===== src/lcdnb_pkg.sv =====
// ----------------------------------------------------------------------------
// lcdnb_pkg
// shared types, codes and the init byte table of the lcd nibble bus sequencer
// ----------------------------------------------------------------------------
package lcdnb_pkg;

    localparam int INIT_STEPS_DEF = 6;
    localparam int INIT_IDX_W     = 3;
    localparam int TABLE_LEN      = 6;
    localparam int PHASES_MAX     = 11;
    localparam int PH_IDX_W       = 4;

    typedef enum logic [1:0] {
        FUNC_WRITE  = 2'd0,
        FUNC_INIT   = 2'd1,
        FUNC_SAMPLE = 2'd2
    } t_func;

    typedef enum logic {
        PH_IDLE = 1'b0,
        PH_WAIT = 1'b1
    } t_phase;

    // which phase script one accepted word runs
    typedef enum logic [1:0] {
        K_REJECT = 2'd0,
        K_START  = 2'd1,
        K_BUSY   = 2'd2,
        K_CLEAR  = 2'd3
    } t_kind;

    typedef struct packed {
        t_kind      kind;
        logic       more;      // init continues with the next poll
        logic [7:0] wr_byte;
        logic       wr_sel;
        logic       rj_rs;
        logic       rj_rw;
        logic [3:0] rj_nib;
        logic       rj_drv;
    } t_script;

    typedef struct packed {
        logic       rs_pin;
        logic       rw_pin;
        logic       en_pin;
        logic [3:0] nibble_out;
        logic       d7_drive;
        logic       sample_request;
        logic       last;
        logic       rejected;
    } t_pins;

    typedef logic [7:0] t_init_tbl [TABLE_LEN];
    localparam t_init_tbl INIT_TABLE = '{8'h33, 8'h32, 8'h28, 8'h0C, 8'h06, 8'h01};

    // steps past the table end repeat clear display
    function automatic logic [7:0] table_byte(input logic [INIT_IDX_W-1:0] idx);
        logic [7:0] b;
        b = INIT_TABLE[TABLE_LEN-1];
        for (int k = 0; k < TABLE_LEN; k++) begin
            if (idx == INIT_IDX_W'(k)) begin
                b = INIT_TABLE[k];
            end
        end
        return b;
    endfunction

    function automatic logic [PH_IDX_W-1:0] script_len(input t_script s);
        logic [PH_IDX_W-1:0] n;
        case (s.kind)
            K_REJECT: n = PH_IDX_W'(1);
            K_START:  n = PH_IDX_W'(3);
            K_BUSY:   n = PH_IDX_W'(4);
            K_CLEAR:  n = s.more ? PH_IDX_W'(PHASES_MAX) : PH_IDX_W'(8);
            default:  n = PH_IDX_W'(1);
        endcase
        return n;
    endfunction

    // pin levels of phase idx within a script
    function automatic t_pins phase_gen(input t_script s, input logic [PH_IDX_W-1:0] idx);
        t_pins p;
        logic [PH_IDX_W-1:0] pos;
        p = '0;
        pos = idx;
        case (s.kind)
            K_REJECT: begin
                p.rs_pin     = s.rj_rs;
                p.rw_pin     = s.rj_rw;
                p.nibble_out = s.rj_nib;
                p.d7_drive   = s.rj_drv;
                p.rejected   = 1'b1;
            end
            K_START: begin
                p.rw_pin         = 1'b1;
                p.en_pin         = (pos == PH_IDX_W'(1));
                p.sample_request = (pos == PH_IDX_W'(2));
            end
            K_BUSY: begin
                p.rw_pin         = 1'b1;
                p.en_pin         = (pos == PH_IDX_W'(0)) || (pos == PH_IDX_W'(2));
                p.sample_request = (pos == PH_IDX_W'(3));
            end
            K_CLEAR: begin
                if (pos < PH_IDX_W'(2)) begin
                    // ignored low-nibble read pulse
                    p.rw_pin = 1'b1;
                    p.en_pin = (pos == PH_IDX_W'(0));
                end else if (pos < PH_IDX_W'(8)) begin
                    p.rs_pin     = s.wr_sel;
                    p.d7_drive   = 1'b1;
                    p.nibble_out = (pos < PH_IDX_W'(5)) ? s.wr_byte[7:4] : s.wr_byte[3:0];
                    p.en_pin     = (pos == PH_IDX_W'(3)) || (pos == PH_IDX_W'(6));
                end else begin
                    p.rw_pin         = 1'b1;
                    p.en_pin         = (pos == PH_IDX_W'(9));
                    p.sample_request = (pos == PH_IDX_W'(10));
                end
            end
            default: p = '0;
        endcase
        return p;
    endfunction

endpackage


===== src/lcdnb_if.sv =====
// ----------------------------------------------------------------------------
// lcdnb_if
// request and pin phase channels of the lcd nibble bus sequencer
// ----------------------------------------------------------------------------
interface lcdnb_req_if;
    logic       valid;
    logic       ready;
    logic [1:0] func;
    logic [7:0] data_byte;
    logic       reg_select;
    logic       busy_flag;

    modport source (output valid, output func, output data_byte, output reg_select,
                    output busy_flag, input ready);
    modport sink   (input valid, input func, input data_byte, input reg_select,
                    input busy_flag, output ready);
endinterface

interface lcdnb_pin_if;
    logic       valid;
    logic       ready;
    logic       rs_pin;
    logic       rw_pin;
    logic       en_pin;
    logic [3:0] nibble_out;
    logic       d7_drive;
    logic       sample_request;
    logic       last;
    logic       rejected;

    modport source (output valid, output rs_pin, output rw_pin, output en_pin,
                    output nibble_out, output d7_drive, output sample_request,
                    output last, output rejected, input ready);
    modport sink   (input valid, input rs_pin, input rw_pin, input en_pin,
                    input nibble_out, input d7_drive, input sample_request,
                    input last, input rejected, output ready);
endinterface


===== src/lcdnb_ctrl.sv =====
// ----------------------------------------------------------------------------
// lcdnb_ctrl
// request decode, poll state and init progress; picks the phase script
// ----------------------------------------------------------------------------
module lcdnb_ctrl
    import lcdnb_pkg::*;
#(
    parameter int INIT_STEPS = INIT_STEPS_DEF
) (
    input  logic     i_clk,
    input  logic     i_rst_n,
    lcdnb_req_if.sink i_req,
    input  logic     i_free,
    output logic     o_load,
    output t_script  o_script
);

    t_phase                r_phase,       n_phase;
    logic [7:0]            r_held_byte,   n_held_byte;
    logic                  r_held_select, n_held_select;
    logic [INIT_IDX_W-1:0] r_init_index,  n_init_index;
    logic                  r_init_active, n_init_active;

    logic                  accept;
    logic                  init_more;
    logic [INIT_IDX_W-1:0] next_index;

    assign i_req.ready = i_free;
    assign accept      = i_req.valid && i_free;
    assign o_load      = accept;
    assign next_index  = r_init_index + INIT_IDX_W'(1);
    assign init_more   = ({1'b0, r_init_index} + (INIT_IDX_W+1)'(1))
                         < (INIT_IDX_W+1)'(INIT_STEPS);

    // next state
    always_comb begin
        n_phase       = r_phase;
        n_held_byte   = r_held_byte;
        n_held_select = r_held_select;
        n_init_index  = r_init_index;
        n_init_active = r_init_active;
        case (r_phase)
            PH_IDLE: begin
                case (i_req.func)
                    FUNC_WRITE: begin
                        n_held_byte   = i_req.data_byte;
                        n_held_select = i_req.reg_select;
                        n_phase       = PH_WAIT;
                    end
                    FUNC_INIT: begin
                        n_init_active = 1'b1;
                        n_init_index  = '0;
                        n_held_byte   = table_byte('0);
                        n_held_select = 1'b0;
                        n_phase       = PH_WAIT;
                    end
                    default: n_phase = PH_IDLE;
                endcase
            end
            PH_WAIT: begin
                if (i_req.func == FUNC_SAMPLE && !i_req.busy_flag) begin
                    n_phase = PH_IDLE;
                    if (r_init_active) begin
                        if (init_more) begin
                            n_init_index  = next_index;
                            n_held_byte   = table_byte(next_index);
                            n_held_select = 1'b0;
                            n_phase       = PH_WAIT;
                        end else begin
                            n_init_active = 1'b0;
                            n_init_index  = '0;
                        end
                    end
                end
            end
            default: n_phase = PH_IDLE;
        endcase
    end

    // script for this word
    always_comb begin
        o_script        = '0;
        o_script.kind   = K_REJECT;
        o_script.wr_byte = r_held_byte;
        o_script.wr_sel = r_held_select;
        case (r_phase)
            PH_IDLE: begin
                if (i_req.func == FUNC_WRITE || i_req.func == FUNC_INIT) begin
                    o_script.kind = K_START;
                end else begin
                    o_script.rj_rs  = r_held_select;
                    o_script.rj_nib = r_held_byte[3:0];
                    o_script.rj_drv = 1'b1;
                end
            end
            PH_WAIT: begin
                if (i_req.func == FUNC_SAMPLE) begin
                    if (i_req.busy_flag) begin
                        o_script.kind = K_BUSY;
                    end else begin
                        o_script.kind = K_CLEAR;
                        o_script.more = r_init_active && init_more;
                    end
                end else begin
                    o_script.rj_rw = 1'b1;
                end
            end
            default: o_script.kind = K_REJECT;
        endcase
    end

    always_ff @(posedge i_clk) begin
        if (!i_rst_n) begin
            r_phase       <= PH_IDLE;
            r_held_byte   <= '0;
            r_held_select <= 1'b0;
            r_init_index  <= '0;
            r_init_active <= 1'b0;
        end else if (accept) begin
            r_phase       <= n_phase;
            r_held_byte   <= n_held_byte;
            r_held_select <= n_held_select;
            r_init_index  <= n_init_index;
            r_init_active <= n_init_active;
        end
    end

endmodule


===== src/lcdnb_emit.sv =====
// ----------------------------------------------------------------------------
// lcdnb_emit
// walks the loaded phase script, one pin phase word per cycle while o_pin
// is not stalled, into the output register
// ----------------------------------------------------------------------------
module lcdnb_emit
    import lcdnb_pkg::*;
(
    input  logic         i_clk,
    input  logic         i_rst_n,
    input  logic         i_load,
    input  t_script      i_script,
    output logic         o_free,
    lcdnb_pin_if.source  o_pin
);

    logic                r_busy;
    t_script             r_script;
    logic [PH_IDX_W-1:0] r_idx;
    logic                r_ovalid;
    t_pins               r_out;

    logic                step;
    logic                at_last;
    t_pins               cur;

    assign step    = r_busy && (!r_ovalid || o_pin.ready);
    assign at_last = (r_idx == script_len(r_script) - PH_IDX_W'(1));
    assign o_free  = !r_busy || (step && at_last);

    always_comb begin
        cur      = phase_gen(r_script, r_idx);
        cur.last = at_last;
    end

    always_ff @(posedge i_clk) begin
        if (!i_rst_n) begin
            r_busy   <= 1'b0;
            r_idx    <= '0;
            r_ovalid <= 1'b0;
        end else begin
            if (i_load) begin
                r_busy <= 1'b1;
                r_idx  <= '0;
            end else if (step) begin
                r_busy <= !at_last;
                r_idx  <= r_idx + PH_IDX_W'(1);
            end
            if (step) begin
                r_ovalid <= 1'b1;
            end else if (o_pin.ready) begin
                r_ovalid <= 1'b0;
            end
        end
    end

    always_ff @(posedge i_clk) begin
        if (i_load) begin
            r_script <= i_script;
        end
        if (step) begin
            r_out <= cur;
        end
    end

    assign o_pin.valid          = r_ovalid;
    assign o_pin.rs_pin         = r_out.rs_pin;
    assign o_pin.rw_pin         = r_out.rw_pin;
    assign o_pin.en_pin         = r_out.en_pin;
    assign o_pin.nibble_out     = r_out.nibble_out;
    assign o_pin.d7_drive       = r_out.d7_drive;
    assign o_pin.sample_request = r_out.sample_request;
    assign o_pin.last           = r_out.last;
    assign o_pin.rejected       = r_out.rejected;

endmodule


===== src/char_lcd_nibble_bus_sequencer_unit.sv =====
// ----------------------------------------------------------------------------
// char_lcd_nibble_bus_sequencer_unit
// hd44780 4-bit bus sequencer at the level of pin phases
// ----------------------------------------------------------------------------
// Each accepted request word yields a burst of pin phase words on o_pin, one
// per cycle while the sink is ready: 1 for a refused request, 3 for a write or
// init request (read set-up and the first busy poll pulse), 4 for a busy
// sample, 8 for a clear sample and 11 when an init sequence goes on to its
// next poll. The phase counter in the emitter paces the requests: a new one is
// taken in the cycle the last phase of the previous one enters the output
// register, not earlier. After a phase with sample_request set, return D7 as a
// sample word (func 2).
// ----------------------------------------------------------------------------
module char_lcd_nibble_bus_sequencer_unit
    import lcdnb_pkg::*;
#(
    parameter int INIT_STEPS = INIT_STEPS_DEF
) (
    input  logic        i_clk,
    input  logic        i_rst_n,
    lcdnb_req_if.sink   i_req,
    lcdnb_pin_if.source o_pin
);

    logic    free;
    logic    load;
    t_script script;

    lcdnb_ctrl #(
        .INIT_STEPS (INIT_STEPS)
    ) u_ctrl (
        .i_clk    (i_clk),
        .i_rst_n  (i_rst_n),
        .i_req    (i_req),
        .i_free   (free),
        .o_load   (load),
        .o_script (script)
    );

    lcdnb_emit u_emit (
        .i_clk    (i_clk),
        .i_rst_n  (i_rst_n),
        .i_load   (load),
        .i_script (script),
        .o_free   (free),
        .o_pin    (o_pin)
    );

endmodule


===== src/flat_wrapper.sv =====
// flat-port wrapper written by rule: the top's interface ports become plain ports
module char_lcd_nibble_bus_sequencer_unit_flat import lcdnb_pkg::*;
#(
    parameter int INIT_STEPS = INIT_STEPS_DEF
)
  (i_clk, i_rst_n, i_req_valid, i_req_func, i_req_data_byte, i_req_reg_select, i_req_busy_flag, i_req_ready, o_pin_valid, o_pin_rs_pin, o_pin_rw_pin, o_pin_en_pin, o_pin_nibble_out, o_pin_d7_drive, o_pin_sample_request, o_pin_last, o_pin_rejected, o_pin_ready);
  lcdnb_req_if i_req_i ();
  lcdnb_pin_if o_pin_i ();
  input  logic i_clk;
  input  logic i_rst_n;
  input wire logic [$bits(i_req_i.valid)-1:0] i_req_valid;
  input wire logic [$bits(i_req_i.func)-1:0] i_req_func;
  input wire logic [$bits(i_req_i.data_byte)-1:0] i_req_data_byte;
  input wire logic [$bits(i_req_i.reg_select)-1:0] i_req_reg_select;
  input wire logic [$bits(i_req_i.busy_flag)-1:0] i_req_busy_flag;
  output wire logic [$bits(i_req_i.ready)-1:0] i_req_ready;
  output wire logic [$bits(o_pin_i.valid)-1:0] o_pin_valid;
  output wire logic [$bits(o_pin_i.rs_pin)-1:0] o_pin_rs_pin;
  output wire logic [$bits(o_pin_i.rw_pin)-1:0] o_pin_rw_pin;
  output wire logic [$bits(o_pin_i.en_pin)-1:0] o_pin_en_pin;
  output wire logic [$bits(o_pin_i.nibble_out)-1:0] o_pin_nibble_out;
  output wire logic [$bits(o_pin_i.d7_drive)-1:0] o_pin_d7_drive;
  output wire logic [$bits(o_pin_i.sample_request)-1:0] o_pin_sample_request;
  output wire logic [$bits(o_pin_i.last)-1:0] o_pin_last;
  output wire logic [$bits(o_pin_i.rejected)-1:0] o_pin_rejected;
  input wire logic [$bits(o_pin_i.ready)-1:0] o_pin_ready;
  assign i_req_i.valid = i_req_valid;
  assign i_req_i.func = i_req_func;
  assign i_req_i.data_byte = i_req_data_byte;
  assign i_req_i.reg_select = i_req_reg_select;
  assign i_req_i.busy_flag = i_req_busy_flag;
  assign i_req_ready = i_req_i.ready;
  assign o_pin_valid = o_pin_i.valid;
  assign o_pin_rs_pin = o_pin_i.rs_pin;
  assign o_pin_rw_pin = o_pin_i.rw_pin;
  assign o_pin_en_pin = o_pin_i.en_pin;
  assign o_pin_nibble_out = o_pin_i.nibble_out;
  assign o_pin_d7_drive = o_pin_i.d7_drive;
  assign o_pin_sample_request = o_pin_i.sample_request;
  assign o_pin_last = o_pin_i.last;
  assign o_pin_rejected = o_pin_i.rejected;
  assign o_pin_i.ready = o_pin_ready;
  char_lcd_nibble_bus_sequencer_unit #(.INIT_STEPS(INIT_STEPS)) u_core (.i_clk(i_clk), .i_rst_n(i_rst_n), .i_req(i_req_i), .o_pin(o_pin_i));
endmodule

===== config.mk =====
export PLATFORM = sky130hd
export DESIGN_NAME = char_lcd_nibble_bus_sequencer_unit_flat
export DESIGN_NICKNAME = d
export VERILOG_FILES = /design/src/lcdnb_pkg.sv /design/src/lcdnb_if.sv /design/src/lcdnb_ctrl.sv /design/src/lcdnb_emit.sv /design/src/char_lcd_nibble_bus_sequencer_unit.sv /design/src/flat_wrapper.sv
export SDC_FILE = /design/constraint.sdc
export NUM_CORES = 1
export LEC_CHECK = 0
export ABC_AREA = 0
export BUFFER_PORTS_ARGS = -buffer_cell sky130_fd_sc_hd__buf_2
export CAP_MARGIN = 20
export CORE_ASPECT_RATIO = 1.4
export CORE_MARGIN = 5
export CORE_UTILIZATION = 58
export DETAILED_ROUTE_END_ITERATION = 10
export GPL_TIMING_DRIVEN = 0
export PLACE_DENSITY = 0.78
export SYNTH_ARGS = -nofsm -noshare
export SYNTH_HDL_FRONTEND = slang
export SYNTH_HIERARCHICAL = 1
export SYNTH_SLANG_ARGS = --single-unit

===== constraint.sdc =====
create_clock -name i_clk -period 3.5 [get_ports i_clk]
set_clock_uncertainty 0.05 [all_clocks]
set_input_delay 0.525 -clock i_clk [delete_from_list [all_inputs] [get_ports i_clk]]
set_output_delay 0.525 -clock i_clk [all_outputs]
set_load 0.1 [all_outputs]

# Yosys cells after proc, flatten, opt, wreduce, memory -nomap -nowiden
# Cells that the tools add are included.
# W data, S select, Z words.
[totals]
wordCells = 142
output_inout_bits = 13
ff_bits = 50
input_bits = 16
[classes]
n_lt_le_gt_ge = 4
n_mux = 57
n_eq_ne = 22
reduce_logical = 28
n_bitwise = 3
add_sub_neg = 4
[ops]
columns = ["operator", "count"]
rows = [
  ["$mux W8", 8],
  ["$pmux W8 S2", 2],
  ["$mux W1", 24],
  ["$pmux W4 S4", 1],
  ["$mux W3", 5],
  ["$mux W6", 2],
  ["$pmux W1 S2", 5],
  ["$pmux W5 S2", 1],
  ["$pmux W1 S3", 3],
  ["$eq A4 B2 Y1 const B", 2],
  ["$eq A4 B4 Y1 const B", 2],
  ["$lt A4 B3 Y1 const B", 2],
  ["$reduce_or A2 Y1", 4],
  ["$eq A2 B2 Y1 const B", 3],
  ["$eq A3 B2 Y1 const B", 2],
  ["$eq A3 B3 Y1 const B", 2],
  ["$ne A2 B1 Y1 const B", 3],
  ["$pmux W3 S2", 1],
  ["$logic_and A1 B1 Y1", 5],
  ["$logic_or A1 B1 Y1", 5],
  ["$mux W5", 1],
  ["$reduce_and A5 Y1", 1],
  ["$add A3 B1 Y4 const B", 1],
  ["$add A4 B1 Y4 const B", 1],
  ["other kinds (23)", 32],
]

# Depth between registers and ports, before layout
# Gate-level depths: netlist of run 1.
[depth]
word_depth = 12
ltp_mapped = 11
ltp_nobuf = 10

# Modules after synthesis
# The synthesis of run 1 kept the hierarchy.
[by_module_without_submodules]
columns = ["mod", "seq_area_each_um2", "cells_per_inst", "n_inst", "area_per_inst_um2"]
rows = [
  ["lcdnb_emit", 1021.0, 132, 1, 1657.8],
  ["lcdnb_ctrl", 280.3, 120, 1, 988.4],
]

# Worst setup path before layout of run 1
# OpenSTA, ideal clock, no wires.
[synth_timing]
path_kind = "register -> register"
from = "register u_core/u_emit/r_script[18] (netlist bit)"
to = "register u_core.u_ctrl.r_held_byte[0]"
n_path_buf = 1
setup_time_ps = 72
path_stages_with_launch = 11
t_arrival_ps = 2791
t_required_ps = 3378
period_less_slack_ps = 2913
path_slack_ps = 587
path_cell_list = "edfxtp_1 > ha_1 > and3_1 > or3_1 > o32ai_2 > a21bo_1 > nand2_1 > inv_1 > and2_4 > buf_6 > mux2i_1"
[synth_via]
elab_chain_cells = 8
word_cells_on_any_way = 11
cone_classes = "1 x add/sub; 4 x eq/ne; 1 x mux; 5 x reduce/logical"
[synth_lines]
columns = ["item", "line", "rtl"]
rows = [
  ["from (decl)", "lcdnb_emit.sv:18", "t_script r_script;"],
  ["from (signal assigned)", "lcdnb_emit.sv:59", "r_script <= i_script;"],
  ["$eq A2 B2 Y1 (tied with other cells)", "lcdnb_pkg.sv:71", "case (s.kind)"],
  ["$pmux W4 S4 *", "lcdnb_pkg.sv:71", ""],
  ["$sub A4 B1 Y4 *", "lcdnb_emit.sv:28", "assign at_last = (r_idx == script_len(r_script) - PH_IDX_W'(1));"],
  ["$eq A4 B4 Y1 *", "lcdnb_emit.sv:28", ""],
  ["net u_core.u_emit.at_last", "lcdnb_emit.sv:24", "logic at_last;"],
  ["$logic_and A1 B1 Y1 *", "lcdnb_emit.sv:29", "assign o_free = !r_busy || (step && at_last);"],
  ["$logic_or A1 B1 Y1 *", "lcdnb_emit.sv:29", ""],
  ["net u_core.free", "char_lcd_nibble_bus_sequencer_unit.sv:25", "logic free;"],
  ["$logic_and A1 B1 Y1 *", "lcdnb_ctrl.sv:29", "assign accept = i_req.valid && i_free;"],
  ["net u_core.load", "char_lcd_nibble_bus_sequencer_unit.sv:26", "logic load;"],
  ["$reduce_and A5 Y1 (no line) *", "--", ""],
  ["to (signal assigned)", "lcdnb_ctrl.sv:121", "r_held_byte <= n_held_byte;"],
  ["to (decl)", "lcdnb_ctrl.sv:19", "logic [7:0] r_held_byte, n_held_byte;"],
]
# Mark *: on every way through the listed nets, which the timed path passes. The rest lies on a longest branch.
# A chain may end at the register's enable or synchronous reset.

# Worst setup path in the final report of run 1
[layout_timing]
from = "register u_core/u_emit/r_script[18] (netlist bit)"
to = "output port i_req_ready"
[layout_via]
elab_chain_cells = 6
word_cells_on_any_way = 9
cone_classes = "1 x add/sub; 4 x eq/ne; 1 x mux; 3 x reduce/logical"
[layout_lines]
columns = ["item", "line", "rtl"]
rows = [
  ["$eq A2 B2 Y1 (tied with other cells)", "lcdnb_pkg.sv:71", ""],
  ["$pmux W4 S4 *", "lcdnb_pkg.sv:71", ""],
  ["$sub A4 B1 Y4 *", "lcdnb_emit.sv:28", ""],
  ["$eq A4 B4 Y1 *", "lcdnb_emit.sv:28", ""],
  ["net u_core.u_emit.at_last", "lcdnb_emit.sv:24", ""],
  ["$logic_and A1 B1 Y1 *", "lcdnb_emit.sv:29", ""],
  ["$logic_or A1 B1 Y1 *", "lcdnb_emit.sv:29", ""],
  ["to (decl)", "flat_wrapper.sv:16", "output wire logic [$bits(i_req_i.ready)-1:0] i_req_ready;"],
]
# Marks and branches as above.

==> results of run 1 <==
-- stage by stage --
| stage | cells | cell area, µm² | hold slack, ns | setup slack [ns] | power, mW |
|---|---|---|---|---|---|
| after global placement | 342 | 2860 | 0.365 | 0.169 | 0.952 |
| after detailed placement | 342 | 2860 | 0.370 | 0.131 | 0.958 |
| after global routing | 350 | 2960 | 0.407 | 0.0287 | 1.33 |
| after floorplan | 252 | 2650 | 0.358 | 0.587 | 0.905 |
| after CTS | 350 | 2950 | 0.391 | 0.109 | 1.28 |
| final | 350 | 2960 | 0.390 | 0.234 | 1.27 |
-- report_power, final --
part,total (mW),internal [mW],switching [mW]
registers,0.691,0.672,0.0187
logic,0.253,0.0668,0.187
clock network,0.328,0.141,0.187
total,1.27,0.880,0.392
-- final cells by class --
type	instances	area, µm²
plain buffers	9	50.0
clock buffers	5	68.8
well taps	62	77.6
clock inverters	3	20.0
repair buffers	28	140
multi-input cells	179	1240
flip-flops and latches	50	1300
fillers	345	1510
inverters	14	56.3
-- per-layer routing --
layer / up-vias / GRT usage (%) / routed length (µm)
li1: 981 / - / -
met1: 907 / 18.2 / 1910
met2: 33 / 31.4 / 2650
met3: 8 / 4.11 / 164
met4: 0 / 7.11 / 87
met5: - / 0 / 0
-- worst max path at each step --
stage / from / depth (start not counted) / to
detailed placement: u_core/u_emit/r_script[18] / 10 / u_core/u_ctrl/r_held_select
CTS: u_core/u_emit/r_script[18] / 10 / u_core/u_ctrl/r_held_select
finish: u_core/u_emit/r_script[18] / 7 / i_req_ready
floorplan: u_core/u_emit/r_script[18] / 10 / u_core/u_ctrl/r_held_byte[0]
global route: u_core/u_emit/r_script[18] / 10 / u_core/u_ctrl/r_held_byte[3]
global placement: u_core/u_emit/r_script[18] / 10 / u_core/u_ctrl/r_held_byte[5]
-- kinds of logic (layout without fill, tap and decap cells) --
kind of cell / after synthesis / count (layout)
fa+ha+maj: 17 / 17
flops: 50 / 50
simple gates: 91 / 91
xor+xnor: 6 / 6
mux: 11 / 11
compound gates: 54 / 54
buf+inv: 23 / 59
-- Yosys cell counts (8+ instances only) --
master,instances
nor2_1,14
nand2_1,28
dfxtp_1,20
ha_1,17
o21ai_0,12
and3_1,8
a21oi_1,13
edfxtp_1,30
inv_1,13
nand3_1,10
mux2i_1,11
-- registers in the layout, indices dropped and copies added (netlist names), 3 cells and up --
name / cells
u_core/u_emit/r_idx: 4
u_core/u_emit/r_script: 19
u_core/u_emit/o_pin.nibble_out: 4
u_core/u_ctrl/r_held_byte: 8
u_core/u_ctrl/r_init_index: 3
-- timing repair --
action,CTS,global route
gates resized for setup,0,1
hold endpoints to repair,0,0
endpoints found under the setup margin,0,9
-- worst reg2reg max path: stages, from the launching register on --
cell and delay (ns):
edfxtp_1 0.49, ha_1 0.31, and3_1 0.19, o311ai_0 0.44, o32ai_2 0.19, a21bo_1 0.24
nand2_1 0.19, clkinvlp_4 0.44, and2_4 0.30, buf_6 0.15, a311oi_4 0.19
==> impl_metrics.ini, run 1 <==
[route]
viasPerCell = 5.51
drc = 0
drt-pass1-iter-count = 4
via_count = 1929
drt.antenna.violating_nets = 0
drt_iter0_drc = 52
detail_route.wl_per_cell_um = 13.7
totalWireLength_um = 4810

[die]
ioPinCount = 29
coreArea_um2 = 4460
die-area_um2 = 6030
fp.dieW_um = 67.1
die_y_um = 89.9
start_util_pct = 59.3
fp-row-count = 29

[clocking]
cts_buffers = 5
clk_root_buffer_cell = clkbuf_8
h-tree-depth = 2
clockBufferDepth = 2
clock_sinks = 50
clk_pin_slew_ns = 0.09
cts_hold_buf = 0
cts_setup_buffers = 0
tritoncts = built
clk_latency_ns = 0.30

[setup_path]
path_class = reg -> out
r2r-start = u_core/u_emit/r_script[18]
cp_num_buf_inv = 2
critical_path.max_stage_delay_ns = 0.49
critical-path-slowest-cell = edfxtp_1
cp_data_arrival_time_ns = 2.69
crit_path_max_fanout = 6
start_kind = flip-flop
path_cells = ha_1 -> and3_1 -> or3_1 -> o32ai_2 -> a21bo_1 -> buf_4 -> buf_2
reg2reg_depth = 10
cp.required_ns = 2.92
cp-end-kind = output port
ff2ff_setup_slack_ns = 0.24
path_delay_family = simple AND/OR/NAND/NOR gates
r2r_end = u_core/u_ctrl/r_held_byte[3]

[global_route]
grt_use_total_pct = 17.3
antenna_found_initial = 0
grt_max_degree = 26
grt_pass1_wl_um = 8190
grt_overflow_total = 0
grt_pass1_vias = 1894

[hold_path]
hold_path_class = reg -> reg
hold_end = u_core/u_emit/r_script[12]
hold_start = u_core/u_ctrl/r_held_byte[4]
worstHoldPathCells = 0

[timing]
worst_pin_slew_ns = 0.498
rsz0062_at_grt = false
relSlewSlack_pct = 66.8
max_freq_mhz = 306
period_minus_slack_ns = 3.27
drv_slew = 0
hold_violations = 0
fin_crit_sh_pct = 93.3
setup_viol = 0
tns_ns = 0

[yosys]
synthFlopType = edfxtp_1
synthAdderAreaFrac_pct = 8.04
ys_types = 50
synth_top_cell_by_area = edfxtp_1
syn_nets = 285
synth_top_family_by_area = simple AND/OR/NAND/NOR gates
syn_area_per_cell_um2 = 10.5
yosys_warnings = 6
synthXorXnorAreaFrac_pct = 1.99
synth-edff-count = 30
ys_ff_latch = 50
synth.cell_area_um2 = 2650
synthCells = 252
ys_seq_area_share_pct = 49.2
async_flop_share_pct = 0
synthMuxAreaShare_pct = 4.16
synth_compound_area_share_pct = 14.8
synth_area_leaders = edfxtp_1, dfxtp_1, ha_1, mux2i_1, nand2_1
synth_top_area_share_pct = 34.0
yosys.area_share.simple_pct = 17.9

[place]
place_hpwl_um = 3690
gp_congestion = 0.930
portBuffers = 28

[finish]
layout-drive-gt1-share_pct = 15.6
fin_nets = 320
syn2layout_area_growth_pct = 11.7
num_antenna_cells = 0
final_cell_mix = edfxtp_1, buf_2, nand2_1
post-route-util_pct = 66.2
layout_commonest_cell = edfxtp_1

[power_and_ir_drop]
power_density_nw_per_um2 = 430
power_leakage_nw = 1.15
ir_worst_vdd_mv = 0.242

[flow_run]
max-cap-violations = 0

[outcome]
status = complete, no violations
No activity file was read; power rests on OpenSTA's default activity.
==> inputs of run 2 (changes only) <==
--- a/config.mk
+++ b/config.mk
@@ -12,7 +12,7 @@
 export CORE_MARGIN = 5
 export CORE_UTILIZATION = 58
 export DETAILED_ROUTE_END_ITERATION = 10
-export GPL_TIMING_DRIVEN = 0
+export GPL_ROUTABILITY_DRIVEN = 0
 export PLACE_DENSITY = 0.78
 export SYNTH_ARGS = -nofsm -noshare
 export SYNTH_HDL_FRONTEND = slang
==> run 2 against run 1 <==
  * Cell area shrank 1.2%
  * Worst setup slack gained 0.094 ns
  * Count of clock-buffer cells in the layout grew 1
  * Combinational power shrank 4%
  * Hold slack lost 0.0045 ns
  * Critical path depth shrank 1
  * Die area is the same
  * Fmax grew 2.9%
  * Clock power grew 7.3%
  * First-iteration DRC count grew to 2.5 times the previous value
  * Largest power group unchanged
==> impl_metrics.ini, run 2 (same netlist as run 1, synthesis figures left out) <==
[power_and_ir_drop]
power.internal_uw = 898
pwr-share-clk_pct = 27.3
power_leakage_nw = 1.14
p_seq_share_pct = 53.8
power_frac_comb_pct = 18.9
p_sw_share_pct = 30.4
ir_worst_vdd_mv = 0.264
power_density_nw_per_um2 = 442
p_sw_uw = 392
total_power_mw = 1.29

[place]
place_worst_setup_slack_ns = 0.647
place_inst = 334
place_area_um2 = 2820
place_hpwl_um = 3490
portBuffers = 28

[clocking]
clk_pin_slew_ns = 0.09
tritoncts = built
clk_latency_ns = 0.30
cts_resized = 0
clockBufferDepth = 2
cts_hold_buf = 0
cts_buffers = 5
clk_root_buffer_cell = clkbuf_8
h-tree-depth = 2
cts_setup_buffers = 0
clock_sinks = 50

[timing]
drv_slew = 0
setup_viol = 0
worst_pin_slew_ns = 0.621
setup_ws_ns = 0.328
tns_ns = 0
rsz0062_at_grt = false
max_freq_mhz = 315
relSlewSlack_pct = 58.5
fin_crit_sh_pct = 90.6
hold_violations = 0
period_minus_slack_ns = 3.17

[setup_path]
cp-end-kind = output port
cp.required_ns = 2.92
cp_data_arrival_time_ns = 2.60
ff2ff_setup_slack_ns = 0.62
start_kind = flip-flop
crit_path_max_fanout = 14
path_class = reg -> out

[finish]
final_cell_mix = edfxtp_1, buf_2, nand2_1
area.sequential_um2 = 1300
multi_input_area_um2 = 1240
syn2layout_area_growth_pct = 10.4
num_antenna_cells = 0
fin_nets = 312
layout-drive-gt1-share_pct = 15.0
top_regs = u_core/u_emit/r_script: 19 flops, u_core/u_ctrl/r_held_byte: 8 flops
max_flop_register = u_core/u_emit/r_script
fin_area_um2 = 2920
layout_commonest_cell = edfxtp_1
num-fill-cells = 374
largest_reg_flops = 19
fin_cells = 342

[route]
drt_iter0_drc = 131
drt.antenna.violating_nets = 0
viasPerCell = 5.53
drt-pass1-iter-count = 4
totalWireLength_um = 4720
detail_route.wl_per_cell_um = 13.8
drc = 0
via_count = 1890

[hold_path]
hold_path_class = reg -> reg

[global_route]
grt_overflow_total = 0
grt_max_degree = 26
grt_use_total_pct = 16.8
grt_pass1_wl_um = 7920
antenna_found_initial = 0
grt_pass1_vias = 1787

[die]
ioPinCount = 29
die_y_um = 89.9
start_util_pct = 59.3
die-area_um2 = 6030
fp.dieW_um = 67.1
fp-row-count = 29
coreArea_um2 = 4460

[flow_run]
max-cap-violations = 0

[outcome]
status = complete, no violations
[run 2: changes by cell type in the layout (fill, tap and decap cells not counted), sizes merged]
cell	change
clkbuf	-4
buf	-3
clkinv	-1
clkinvlp	-1
inv	+1
[run 2: path summary, 6_finish.rpt]
check,start,endpoint,depth (start not counted)
worst min register to register,u_core/u_ctrl/r_held_byte[7],u_core/u_emit/r_script[15],0
worst max register to register,u_core/u_emit/r_script[18],u_core/u_emit/r_script[0],8
worst max-delay path,u_core/u_emit/r_script[18],i_req_ready,6
worst min-delay path,u_core/u_ctrl/r_held_byte[7],u_core/u_emit/r_script[15],0
[run 2: area by class of cell]
type / count / share of cell area, %
multi-input cells: 179 / 42.5
clock inverters: 2 / 0.557
repair buffers: 29 / 5.06
well taps: 62 / 2.66
clock buffers: 6 / 2.83
inverters: 14 / 1.80
flip-flops and latches: 50 / 44.6
[run 2: power groups by stage]
stage,combinational [mW],sequential (mW),clock [mW]
after floorplan,0.119,0.787,0
after global placement,0.241,0.706,0
after detailed placement,0.243,0.708,0
after CTS,0.244,0.695,0.364
after global routing,0.260,0.700,0.391
final,0.244,0.695,0.352
[run 2: stage by stage]
stage | hold slack (ns) | utilization, %
6_report | 0.386 | 65.4
5_1_grt | 0.413 | 65.4
3_3_place_gp | 0.366 | 63.2
4_1_cts | 0.389 | 65.4
3_5_place_dp | 0.367 | 63.2
2_1_floorplan | 0.358 | -
[run 2: critical path, stage by stage (launching register included)]
cell	delay, ns
edfxtp_1	0.44
inv_1	0.11
ha_1	0.35
or3_1	0.44
o32ai_2	0.33
a21bo_1	0.18
buf_2	0.43
[run 2: per-layer routing]
metal  GRT usage [%]  up-vias  share of wire, %
met5               0        -                 0
li1                -      956                 -
met4            6.94        0               1.7
met1            19.1      892                42
met2            29.5       36                53
met3            3.37        6               3.6
==> inputs of run 3 (changes only) <==
--- a/config.mk
+++ b/config.mk
@@ -10,10 +10,10 @@
 export CAP_MARGIN = 20
 export CORE_ASPECT_RATIO = 1.4
 export CORE_MARGIN = 5
-export CORE_UTILIZATION = 58
+export CORE_UTILIZATION = 45
 export DETAILED_ROUTE_END_ITERATION = 10
 export GPL_ROUTABILITY_DRIVEN = 0
-export PLACE_DENSITY = 0.78
+export PLACE_DENSITY = 0.63
 export SYNTH_ARGS = -nofsm -noshare
 export SYNTH_HDL_FRONTEND = slang
 export SYNTH_HIERARCHICAL = 1
==> run 3 against run 2 <==
  * Wire length is 0.40% higher
  * Power down 1.5%
  * Combinational power is essentially flat
  * Highest routed layer unchanged
  * Sequential power hardly changed
  * Flip-flop and latch count did not move
  * First-iteration DRC count increased by 5.3%
  * Global-route usage decreased by 2.5 points
  * Count of clock-buffer cells in the layout down 1
  * Cell count up 2.3%
  * Largest cell class unchanged
  * Register-to-register slack gained 0.04 ns
  * Critical path depth did not move
==> impl_metrics.ini, run 3 (same netlist as run 1, synthesis figures left out) <==
[place]
place_hpwl_um = 3570
portBuffers = 28
place_worst_setup_slack_ns = 0.663

[die]
fp.dieW_um = 74.8
start_util_pct = 45.8
ioPinCount = 29
die-area_um2 = 7540
die_y_um = 101
fp-row-count = 33
coreArea_um2 = 5780

[finish]
fin_nets = 312
max_flop_register = u_core/u_emit/r_script
final_cell_mix = edfxtp_1, buf_2, nand2_1
num_antenna_cells = 0
top_regs = u_core/u_emit/r_script: 19 flops, u_core/u_ctrl/r_held_byte: 8 flops
layout_commonest_cell = edfxtp_1
post-route-util_pct = 50.5
largest_reg_flops = 19
layout-drive-gt1-share_pct = 14.6
syn2layout_area_growth_pct = 10.4

[global_route]
grt_pass1_vias = 1855
grt_pass1_wl_um = 8570
antenna_found_initial = 0
grt_max_degree = 26
grt_overflow_total = 0
grt_use_total_pct = 14.3

[clocking]
tritoncts = built
cts_resized = 0
cts_setup_buffers = 0
h-tree-depth = 2
clk_root_buffer_cell = clkbuf_8
clock_sinks = 50
cts_hold_buf = 0
clk_pin_slew_ns = 0.09
cts_buffers = 5
clockBufferDepth = 2
clk_latency_ns = 0.30

[route]
drt-pass1-iter-count = 4
drc = 0
drt.antenna.violating_nets = 0
via_count = 1874
drt_iter0_drc = 138
detail_route.wl_per_cell_um = 13.6
viasPerCell = 5.35
totalWireLength_um = 4740

[setup_path]
critical_path.max_stage_delay_ns = 0.45
cp_num_buf_inv = 2
crit_path_max_fanout = 14
start_kind = flip-flop
critical-path-slowest-cell = or3_1
cp-end-kind = output port
path_delay_family = buffers and inverters
cp.required_ns = 2.92
path_cells = inv_1 -> ha_1 -> or3_1 -> o32ai_2 -> a21bo_1 -> buf_2
cp_data_arrival_time_ns = 2.54
path_class = reg -> out
ff2ff_setup_slack_ns = 0.66

[power_and_ir_drop]
power_density_nw_per_um2 = 435
power_leakage_nw = 1.14
ir_worst_vdd_mv = 0.166

[timing]
period_minus_slack_ns = 3.12
fin_crit_sh_pct = 89.0
hold_violations = 0
setup_viol = 0
worst_pin_slew_ns = 0.623
rsz0062_at_grt = false
relSlewSlack_pct = 58.4
drv_slew = 0
setup_ws_ns = 0.385
max_freq_mhz = 321
tns_ns = 0

[flow_run]
max-cap-violations = 0

[outcome]
status = complete, no violations

[hold_path]
hold_path_class = reg -> reg
[run 3: cell types whose count changed in the layout (fill, tap and decap cells not counted), sizes merged]
cell	delta
clkbuf	-1
clkinvlp	-1
clkinv	+3
inv	-1
[run 3: path summary, 6_finish.rpt]
path | from | end | cells after the start
min | u_core/u_ctrl/r_held_byte[4] | u_core/u_emit/r_script[12] | 0
max | u_core/u_emit/r_script[18] | i_req_ready | 6
min reg2reg | u_core/u_ctrl/r_held_byte[4] | u_core/u_emit/r_script[12] | 0
max reg2reg | u_core/u_emit/r_script[18] | u_core/u_emit/r_script[9] | 8
[run 3: final cells by class]
class,count,area [µm²]
Clock buffer,5,68.8
Clock inverter,3,21.3
Fill cell,570,2860
Inverter,14,52.6
Multi-Input combinational cell,179,1240
Sequential cell,50,1300
Tap cell,70,87.6
Timing Repair Buffer,29,148
[run 3: metal layers]
layer  GRT usage (%)  vias up  share of wire, %
li1                -      957                 -
met1            17.6      870                43
met2            24.3       37                51
met3            2.59       10               3.6
met4            5.89        0               2.2
met5               0        -                 0
[run 3: report_power, final]
group          leakage [nW]  switching [mW]  total (mW)  internal (mW)
Combinational         0.637           0.181       0.244         0.0632
Sequential            0.458          0.0221       0.694          0.672
Clock                0.0458           0.192       0.333          0.141
Total                  1.14           0.394        1.27          0.876
[run 3: metrics by stage]
step                      std cells  power (mW)  area [µm²]  hold slack, ns
after global placement          342       0.950        2830           0.368
after detailed placement        342       0.953        2830           0.370
final                           350        1.27        2920           0.390
after floorplan                 252       0.905        2650           0.358
after global routing            350        1.33        2920           0.407
after CTS                       350        1.28        2920           0.392
